**config.mk**
```make
export PLATFORM = sky130hd
export DESIGN_NAME = mac_allow_deny_filter_unit
export DESIGN_NICKNAME = d
export VERILOG_FILES = /design/src/rtl/madf_pkg.sv /design/src/rtl/madf_front.sv /design/src/rtl/madf_back.sv /design/src/rtl/mac_allow_deny_filter_unit.sv
export SDC_FILE = /design/constraint.sdc
export NUM_CORES = 2
export LEC_CHECK = 0
export BUFFER_PORTS_ARGS = -buffer_cell sky130_fd_sc_hd__buf_2
export CAP_MARGIN = 5
export CORE_MARGIN = 4
export CORE_UTILIZATION = 40
export CTS_BUF_LIST = sky130_fd_sc_hd__clkbuf_2
export DETAILED_ROUTE_END_ITERATION = 10
export PLACE_DENSITY_LB_ADDON = 0.08
export SKIP_CTS_REPAIR_TIMING = 1
export SLEW_MARGIN = 5
export SYNTH_ARGS = -nofsm -noshare
export SYNTH_HDL_FRONTEND = slang
export SYNTH_SLANG_ARGS = --single-unit
```
**constraint.sdc**
```tcl
create_clock -name aclk -period 6.3 [get_ports aclk]
set_clock_uncertainty 0.1 [all_clocks]
set_input_delay 0.63 -clock aclk [delete_from_list [all_inputs] [get_ports aclk]]
set_output_delay 0.63 -clock aclk [all_outputs]
set_load 0.01 [all_outputs]
```
**src/rtl/madf_pkg.sv**
```systemverilog
package madf_pkg;

    localparam int FUNC_W         = 3;
    localparam int MAC_W          = 48;
    localparam int STATUS_W       = 2;
    localparam int LIST_DEPTH_DEF = 16;

    // operation codes as carried on the input tuser
    typedef enum logic [FUNC_W-1:0] {
        OP_QUERY       = 3'd0,
        OP_ADD_DENY    = 3'd1,
        OP_ADD_ALLOW   = 3'd2,
        OP_CLEAR_DENY  = 3'd3,
        OP_CLEAR_ALLOW = 3'd4
    } op_t;

    typedef enum logic [STATUS_W-1:0] {
        ST_DONE    = 2'd0,
        ST_FULL    = 2'd1,
        ST_SKIPPED = 2'd2
    } status_t;

    // one classified command in the queue between front and back
    typedef struct packed {
        op_t              op;
        logic [MAC_W-1:0] mac;
    } cmd_t;

    typedef enum logic [1:0] {
        BK_IDLE,
        BK_MATCH,
        BK_RESOLVE
    } back_state_t;

endpackage

```
**src/rtl/madf_front.sv**
```systemverilog
module madf_front
    import madf_pkg::*;
(
    input  logic              aclk,
    input  logic              aresetn,
    input  logic              s_tvalid,
    output logic              s_tready,
    input  logic [FUNC_W-1:0] s_tuser,
    input  logic [MAC_W-1:0]  s_tdata,
    output logic              q_valid,
    output cmd_t              q_cmd,
    input  logic              q_pop
);

    localparam int Q_DEPTH = 2;

    cmd_t       q_mem_reg [Q_DEPTH];
    logic       wr_ptr_reg, wr_ptr_next;
    logic       rd_ptr_reg, rd_ptr_next;
    logic [1:0] q_cnt_reg,  q_cnt_next;
    logic       push;
    op_t        in_op;

    // unused codes behave as a query
    always_comb begin
        unique case (s_tuser)
            OP_ADD_DENY, OP_ADD_ALLOW, OP_CLEAR_DENY, OP_CLEAR_ALLOW: in_op = op_t'(s_tuser);
            default: in_op = OP_QUERY;
        endcase
    end

    assign s_tready = (q_cnt_reg != 2'(Q_DEPTH));
    assign push     = s_tvalid && s_tready;
    assign q_valid  = (q_cnt_reg != 2'd0);
    assign q_cmd    = q_mem_reg[rd_ptr_reg];

    always_comb begin
        wr_ptr_next = push ? ~wr_ptr_reg : wr_ptr_reg;
        rd_ptr_next = q_pop ? ~rd_ptr_reg : rd_ptr_reg;
        q_cnt_next  = q_cnt_reg + 2'(push) - 2'(q_pop);
    end

    always_ff @(posedge aclk) begin
        if (!aresetn) begin
            wr_ptr_reg <= 1'b0;
            rd_ptr_reg <= 1'b0;
            q_cnt_reg  <= 2'd0;
        end else begin
            wr_ptr_reg <= wr_ptr_next;
            rd_ptr_reg <= rd_ptr_next;
            q_cnt_reg  <= q_cnt_next;
        end
    end

    always_ff @(posedge aclk) begin
        if (push) begin
            q_mem_reg[wr_ptr_reg] <= '{op: in_op, mac: s_tdata};
        end
    end

endmodule

```
**src/rtl/madf_back.sv**
```systemverilog
module madf_back
    import madf_pkg::*;
#(
    parameter int LIST_DEPTH = LIST_DEPTH_DEF
) (
    input  logic                aclk,
    input  logic                aresetn,
    input  logic                q_valid,
    input  cmd_t                q_cmd,
    output logic                q_pop,
    output logic                m_tvalid,
    input  logic                m_tready,
    output logic [7:0]          m_tdata
);

    localparam int CNT_W = $clog2(LIST_DEPTH + 1);
    localparam int IDX_W = (LIST_DEPTH > 1) ? $clog2(LIST_DEPTH) : 1;

    back_state_t state_reg, state_next;

    cmd_t                  cmd_reg;
    logic [MAC_W-1:0]      deny_tab_reg  [LIST_DEPTH];
    logic [MAC_W-1:0]      allow_tab_reg [LIST_DEPTH];
    logic [CNT_W-1:0]      deny_cnt_reg,  deny_cnt_next;
    logic [CNT_W-1:0]      allow_cnt_reg, allow_cnt_next;
    logic [LIST_DEPTH-1:0] deny_hit_reg,  deny_hit_next;
    logic [LIST_DEPTH-1:0] allow_hit_reg, allow_hit_next;

    logic    out_valid_reg, out_valid_next;
    logic    allowed_reg, denied_reg;
    status_t status_reg;

    logic    load_cmd, capture_hit, resolve_fire, out_free;
    logic    in_deny, in_allow, allowed;
    logic    deny_full, allow_full;
    logic    deny_wr, allow_wr;
    status_t status;

    assign out_free = !out_valid_reg || m_tready;

    always_comb begin
        state_next = state_reg;
        unique case (state_reg)
            BK_IDLE:    if (q_valid)  state_next = BK_MATCH;
            BK_MATCH:   state_next = BK_RESOLVE;
            BK_RESOLVE: if (out_free) state_next = BK_IDLE;
            default:    state_next = BK_IDLE;
        endcase
    end

    always_comb begin
        load_cmd     = (state_reg == BK_IDLE) && q_valid;
        capture_hit  = (state_reg == BK_MATCH);
        resolve_fire = (state_reg == BK_RESOLVE) && out_free;
    end

    assign q_pop = load_cmd;

    // parallel compare against the valid part of each list
    for (genvar i = 0; i < LIST_DEPTH; i++) begin : g_cmp
        assign deny_hit_next[i]  = (CNT_W'(i) < deny_cnt_reg)
                                   && (deny_tab_reg[i] == cmd_reg.mac);
        assign allow_hit_next[i] = (CNT_W'(i) < allow_cnt_reg)
                                   && (allow_tab_reg[i] == cmd_reg.mac);
    end

    always_comb begin
        in_deny    = |deny_hit_reg;
        in_allow   = |allow_hit_reg;
        allowed    = (allow_cnt_reg == '0) ? !in_deny : in_allow;
        deny_full  = (deny_cnt_reg  >= CNT_W'(LIST_DEPTH));
        allow_full = (allow_cnt_reg >= CNT_W'(LIST_DEPTH));
        status     = ST_DONE;
        deny_wr    = 1'b0;
        allow_wr   = 1'b0;
        deny_cnt_next  = deny_cnt_reg;
        allow_cnt_next = allow_cnt_reg;
        unique case (cmd_reg.op)
            OP_ADD_DENY: begin
                if (!allowed) begin
                    status = ST_SKIPPED;
                end else if (deny_full) begin
                    status = ST_FULL;
                end else begin
                    deny_wr       = resolve_fire;
                    deny_cnt_next = deny_cnt_reg + CNT_W'(1);
                end
            end
            OP_ADD_ALLOW: begin
                if (allow_full) begin
                    status = ST_FULL;
                end else begin
                    allow_wr       = resolve_fire;
                    allow_cnt_next = allow_cnt_reg + CNT_W'(1);
                end
            end
            OP_CLEAR_DENY:  deny_cnt_next  = '0;
            OP_CLEAR_ALLOW: allow_cnt_next = '0;
            default: ;
        endcase
    end

    always_comb begin
        out_valid_next = out_valid_reg;
        if (m_tready) begin
            out_valid_next = 1'b0;
        end
        if (resolve_fire) begin
            out_valid_next = 1'b1;
        end
    end

    always_ff @(posedge aclk) begin
        if (!aresetn) begin
            state_reg     <= BK_IDLE;
            deny_cnt_reg  <= '0;
            allow_cnt_reg <= '0;
            out_valid_reg <= 1'b0;
        end else begin
            state_reg     <= state_next;
            out_valid_reg <= out_valid_next;
            if (resolve_fire) begin
                deny_cnt_reg  <= deny_cnt_next;
                allow_cnt_reg <= allow_cnt_next;
            end
        end
    end

    always_ff @(posedge aclk) begin
        if (load_cmd) begin
            cmd_reg <= q_cmd;
        end
        if (capture_hit) begin
            deny_hit_reg  <= deny_hit_next;
            allow_hit_reg <= allow_hit_next;
        end
        if (resolve_fire) begin
            allowed_reg <= allowed;
            denied_reg  <= in_deny;
            status_reg  <= status;
        end
        if (deny_wr) begin
            deny_tab_reg[deny_cnt_reg[IDX_W-1:0]] <= cmd_reg.mac;
        end
        if (allow_wr) begin
            allow_tab_reg[allow_cnt_reg[IDX_W-1:0]] <= cmd_reg.mac;
        end
    end

    assign m_tvalid = out_valid_reg;
    assign m_tdata  = {4'b0000, status_reg, denied_reg, allowed_reg};

endmodule

```
**src/rtl/mac_allow_deny_filter_unit.sv**
```systemverilog
// an accepted word passes the queue, the command register, the hit registers and the output
// register; the back end's fetch, compare and resolve steps end before it takes a new command
// the 2-word command queue accepts while the back end or master side stalls, until it is full
// reset: synchronous, active low; empties the queue and the output register and
// sets both list counts to zero, table contents are left as they are
module mac_allow_deny_filter_unit
    import madf_pkg::*;
#(
    parameter int LIST_DEPTH = LIST_DEPTH_DEF   // entries in each of the two lists
) (
    input  logic              aclk,
    input  logic              aresetn,
    // slave side: one command word per handshake
    input  logic              s_tvalid,
    output logic              s_tready,
    input  logic [FUNC_W-1:0] s_tuser,          // [2:0] func
    input  logic [MAC_W-1:0]  s_tdata,          // [47:0] mac
    // master side: one result word per command
    output logic              m_tvalid,
    input  logic              m_tready,
    output logic [7:0]        m_tdata           // [0] allowed, [1] denied_match, [3:2] status
);

    logic q_valid;
    logic q_pop;
    cmd_t q_cmd;

    // front: decodes func and buffers the command
    madf_front u_front (
        .aclk     (aclk),
        .aresetn  (aresetn),
        .s_tvalid (s_tvalid),
        .s_tready (s_tready),
        .s_tuser  (s_tuser),
        .s_tdata  (s_tdata),
        .q_valid  (q_valid),
        .q_cmd    (q_cmd),
        .q_pop    (q_pop)
    );

    // back: looks the mac up in both lists, applies the operation, holds the result
    madf_back #(
        .LIST_DEPTH (LIST_DEPTH)
    ) u_back (
        .aclk     (aclk),
        .aresetn  (aresetn),
        .q_valid  (q_valid),
        .q_cmd    (q_cmd),
        .q_pop    (q_pop),
        .m_tvalid (m_tvalid),
        .m_tready (m_tready),
        .m_tdata  (m_tdata)
    );

endmodule

```
# Word level (Yosys, flattened, before mapping)
# Memory sizes are Yosys's and may differ from the RTL's. A register that Yosys moved wholly into a read port is not among the register bits.
# Cells that the tools add are included.
[op_classes]
addsub = 4
n_lt_le_gt_ge = 34
eq_ne = 48
mux = 27
bitwise = 2
reduce_logical = 50
[ops]
columns = ["op", "count"]
rows = [
  ["48-bit equality test", 32],
  ["4-bit by 5-bit < comparator with 1-bit output (first input constant)", 16],
  ["3-bit by 5-bit < comparator with 1-bit output (first input constant)", 8],
  ["1-bit logical AND", 35],
  ["16-bit OR reduction", 2],
  ["1-bit by 5-bit < comparator with 1-bit output (first input constant)", 4],
  ["2-bit by 5-bit < comparator with 1-bit output (first input constant)", 4],
  ["5-bit one-hot mux with 2 select lines", 2],
  ["1-bit 2-to-1 mux", 16],
  ["5-bit 2-to-1 mux", 3],
  ["3-bit by 2-bit equality test with 1-bit output (second input constant)", 4],
  ["5-bit by 1-bit adder with 5-bit output (second input constant)", 2],
  ["5-bit greater-or-equal comparator (second input constant)", 2],
  ["2-bit nonzero test", 4],
  ["3-bit by 1-bit equality test with 1-bit output (second input constant)", 2],
  ["3-bit equality test (second input constant)", 2],
  ["2-bit 2-to-1 mux", 3],
  ["2-bit by 1-bit != test with 1-bit output (second input constant)", 3],
  ["2-bit != test (second input constant)", 3],
  ["2-bit one-hot mux with 3 select lines", 1],
  ["5-bit zero test", 1],
  ["2-bit one-hot mux with 2 select lines", 1],
  ["4-bit AND reduction", 1],
  ["4-bit OR reduction", 1],
  ["other kinds (11)", 13],
]
[totals]
regBits = 53
ram_bits = 1638
inputBits = 55
wordCells = 180
n_memories = 3
[mem_list]
columns = ["memory", "depth", "word_bits", "rd", "rd_clocked_by_memory_dff", "wr", "line_no", "text"]
rows = [
  ["u_back.allow_tab_reg", 16, 48, 16, 0, 1, "madf_back.sv:23", "logic [MAC_W-1:0] allow_tab_reg [LIST_DEPTH];"],
  ["u_back.deny_tab_reg", 16, 48, 16, 0, 1, "madf_back.sv:22", "logic [MAC_W-1:0] deny_tab_reg [LIST_DEPTH];"],
  ["u_front.q_mem_reg", 2, 51, 1, 1, 1, "madf_front.sv:17", "cmd_t q_mem_reg [Q_DEPTH];"],
]

# Longest topological paths before layout
[logic_depth]
word_depth = 8
ltp_mapped = 8
depth_no_buf = 8

# By module
# A second synthesis with hierarchy kept.
[unflattened]
cells_unflattened = 4306
hier_area_um2 = 71986.5
[by_module_without_submodules]
columns = ["module", "n_inst", "cells_per_inst", "area_per_inst_um2", "seq_area_each_um2"]
rows = [
  ["madf_back", 1, 4116, 68001.5, 48997.0],
  ["madf_front", 1, 190, 3985.1, 3163.0],
]

# Worst setup path before layout
# Ideal clock, no wire load.
[synth_timing]
path_kind = "in2reg"
from = "input port m_tready"
to = "memory u_back.deny_tab_reg[11][0] (enable)"
setup_time_ps = 523
arrival_ps = 5349
slack_ps = 328
cell_stages = 6
path_buffers = 1
path_cell_list = "nor2b_1 > or3_1 > buf_6 > or3_1 > or2_4 > nor3b_1"
[synth_between]
elab_chain_len = 7
[synth_lines]
columns = ["item", "line_no", "text"]
rows = [
  ["start, declared", "mac_allow_deny_filter_unit.sv:20", "input logic m_tready,"],
  ["1-bit logical OR", "madf_back.sv:39", "assign out_free = !out_valid_reg || m_tready;"],
  ["1-bit logical AND", "madf_back.sv:54", "resolve_fire = (state_reg == BK_RESOLVE) && out_free;"],
  ["1-bit 2-to-1 mux", "madf_back.sv:82", "end else if (deny_full) begin"],
  ["1-bit 2-to-1 mux", "madf_back.sv:80", "if (!allowed) begin"],
  ["1-bit 2-to-1 mux", "madf_back.sv:78", "unique case (cmd_reg.op)"],
  ["1-bit 2-to-1 mux", "madf_back.sv:142", "if (deny_wr) begin"],
  ["1-bit 2-to-1 mux (implied by the code)", "madf_back.sv:143", "deny_tab_reg[deny_cnt_reg[IDX_W-1:0]] <= cmd_reg.mac;"],
  ["end, declared", "madf_back.sv:22", ""],
]
# No other way between the ends.

# Final worst setup path
[layout_timing]
from = "register u_back.deny_hit_reg[1]"
to = "memory u_back.deny_tab_reg[14][7] (enable)"
[layout_between]
elab_chain_len = 7
[layout_lines]
columns = ["item", "line_no", "text"]
rows = [
  ["start, declared", "madf_back.sv:26", "logic [LIST_DEPTH-1:0] deny_hit_reg, deny_hit_next;"],
  ["start signal, assigned", "madf_back.sv:134", "deny_hit_reg <= deny_hit_next;"],
  ["16-bit OR reduction", "madf_back.sv:68", "in_deny = |deny_hit_reg;"],
  ["net u_back.in_deny", "madf_back.sv:34", "logic in_deny, in_allow, allowed;"],
  ["1-bit zero test", "madf_back.sv:70", "allowed = (allow_cnt_reg == '0) ? !in_deny : in_allow;"],
  ["1-bit 2-to-1 mux", "madf_back.sv:70", ""],
  ["1-bit 2-to-1 mux", "madf_back.sv:80", ""],
  ["1-bit 2-to-1 mux", "madf_back.sv:78", ""],
  ["1-bit 2-to-1 mux", "madf_back.sv:142", ""],
  ["1-bit 2-to-1 mux (implied by the code)", "madf_back.sv:143", ""],
]
# The timed path passes the listed nets, and every way through them passes these cells.

==> flow_summary.toml <==
[sta]
whs_ns = 0.258
fin_tns_setup_ns = 0
rsz0062_at_grt = "no"
finalCritPeriodShare = 0.648
max_freq_mhz = 245
setup_viol = 0
hold_violations = 0
max-slew-margin-rel = 0.193
drv_slew = 0
worst_pin_slew_ns = 1.21
fin_crit_ns = 4.08
fin_ws_ns = 2.22

[placement]
dp_slack_ns = 2.28
gp_congestion = 0.799
place_hpwl_mm = 120
post_dp_cell_area_mm2 = 0.0761
portBuffers = 60
dp_cells = 6679

[layout]
mostFrequentLayoutCells = "edfxtp_1 (1725), xor2_1 (1013), clkbuf_2 (720)"
drive_gt1_frac = 0.206
fill_cells = 15800
final_common_cell = "edfxtp_1"
layoutNonFillerInstCount = 7643
areaGrowthSynthToFinish_pct = 14.0
fin_area_mm2 = 0.0816
layout.nets = 5031
multiInputGateArea_mm2 = 0.0186
utilization = 0.461
seqCellArea_mm2 = 0.0521

[setup_path]
worst-path-max-fanout = 48
crit_start = "u_back.deny_hit_reg[1]"
crit_path_end = "u_back.deny_tab_reg[14][7]"
cp_data_arrival_time_ns = 5.28
r2r_start = "u_back.deny_hit_reg[1]"
startpoint_type = "flop"
reg2regPathDepth = 6
r2r-end = "u_back.deny_tab_reg[14][7]"
path_class = "reg -> reg"
endpoint_kind = "flop"
worstPathRequired_ns = 7.50
reg2reg_setup_slack_ns = 2.22

[cts]
cts_buffers = 465
clock-sinks = 1742
cts.clk_slew.worst_paths_ns = 0.10
clock_latency_ns = 1.82
clock_path_buffers = 4
ctsHtreeMaxLevel = 5
cts_tree = "yes"
cts_root_buf = "clkbuf_2"

[synthesis]
yosysUniqueCellTypes = 56
synth-edff-count = 1725
synth_warnings = 0
postSynth.topFlopCell = "edfxtp_1"
seq_area_frac_synth = 0.729
ys_ff_latch = 1742
synth_area_per_cell_um2 = 16.7
synthesis.area_mm2 = 0.0716
async_reset_ff_frac = 0
synth_cells = 4293

[floorplanning]
dieArea_mm2 = 0.186
coreArea_mm2 = 0.177
rows = 154
die_width_um = 431
die_h_um = 431
num_io_pins = 65
start_util = 0.404

[route]
drt-vias-per-instance = 5.12
wl_mm = 210
vias = 39100
drc = 0
ant_nets = 0
drt-initial-drc-count = 3421
firstDrtPassIters = 5
wl_per_cell_um = 27.5

[global_routing]
grt_pass1_vias = 38300
grt_remaining_overflow = 0
antenna_found_initial = 14
grt_use_total = 0.221
grt_max_degree = 65
grt_pass1_wl_mm = 291

[power_and_ir_drop]
pwr_density_cell_mw_per_mm2 = 402
pwr-share-seq = 0.454
total_power_mw = 32.8
leakagePower_nw = 27.3
p_sw_frac = 0.377
p_int_mw = 20.5
combPwrFrac = 0.314
power_switching_mw = 12.4
power_frac_clock = 0.232
vdd_drop_max_uv = 299

[hold_path]
hold_depth = 4
hp-start = "s_tuser[2]"
hp-class = "in -> reg"

[run_status]
status = "finished clean"

[run]
cap_viol_max_count = 0
[metal layers]
layer / global-route usage / share of wire / vias to the layer above
met1: 0.309 / 0.45 / 20200
met5: 0 / 0.00012 / -
li1: - / - / 17500
met2: 0.359 / 0.48 / 1160
met4: 0.0607 / 0.021 / 4
met3: 0.0381 / 0.049 / 298
[kinds of logic after synthesis]
family / share of synthesized area
mux: 0.00832
compound gates: 0.00795
simple gates: 0.0531
buf+inv: 0.0152
fa+ha+maj: 0.00175
other cells: 0.0000524
flops: 0.729
xor+xnor: 0.185
[worst max-delay path, stage by stage, from the launching register on]
cell and delay, ns:
edfxtp_1 0.51, nor4_1 0.59, nand4_1 0.38, mux2_2 0.47, nor4_4 0.23, buf_4 0.30, and3_2 0.99
[power groups by stage]
stage                     Clock, mW  Combinational [mW]  Sequential (mW)
after floorplan                   0                5.11             15.3
after global placement            0                10.4             15.2
after detailed placement          0                10.4             15.2
after CTS                      7.92                10.5             14.9
after global routing           8.55                11.0             14.9
final                          7.61                10.3             14.9
[worst min-delay path by stage]
stage	end	slack, ns
6_report	u_front.q_mem_reg[1][48]	0.26
5_1_grt	u_front.q_mem_reg[0][48]	-0.005
4_1_cts	u_front.q_mem_reg[0][33]	-1.39
3_5_place_dp	u_back.allow_tab_reg[7][1]	0.40
3_3_place_gp	u_back.allow_tab_reg[7][1]	0.39
2_1_floorplan	u_back.state_reg[0]	0.35
[Yosys cell counts, types with 17 or more instances]
master | instances | area (µm²)
edfxtp_1 | 1725 | 51800
mux2_2 | 52 | 586
buf_2 | 70 | 350
nand2_1 | 23 | 86.3
nor4_1 | 294 | 1840
nand3_1 | 24 | 120
buf_1 | 69 | 259
inv_1 | 41 | 154
nand4_1 | 184 | 1150
xnor2_1 | 499 | 4370
nor2_1 | 40 | 150
clkbuf_1 | 70 | 263
nor3_1 | 27 | 135
dfxtp_1 | 17 | 340
xor2_1 | 1013 | 8870
a21oi_1 | 17 | 85.1
[area by class of cell]
type	count	share of cell area
timing repair buffer	419	0.0474
inverter	43	0.00198
clock inverter	74	0.00354
antenna	10	0.000307
multi-input combinational	2295	0.228
clock buffer	720	0.0442
tap	2340	0.0359
sequential	1742	0.639
(Power assumes the default switching activity.)
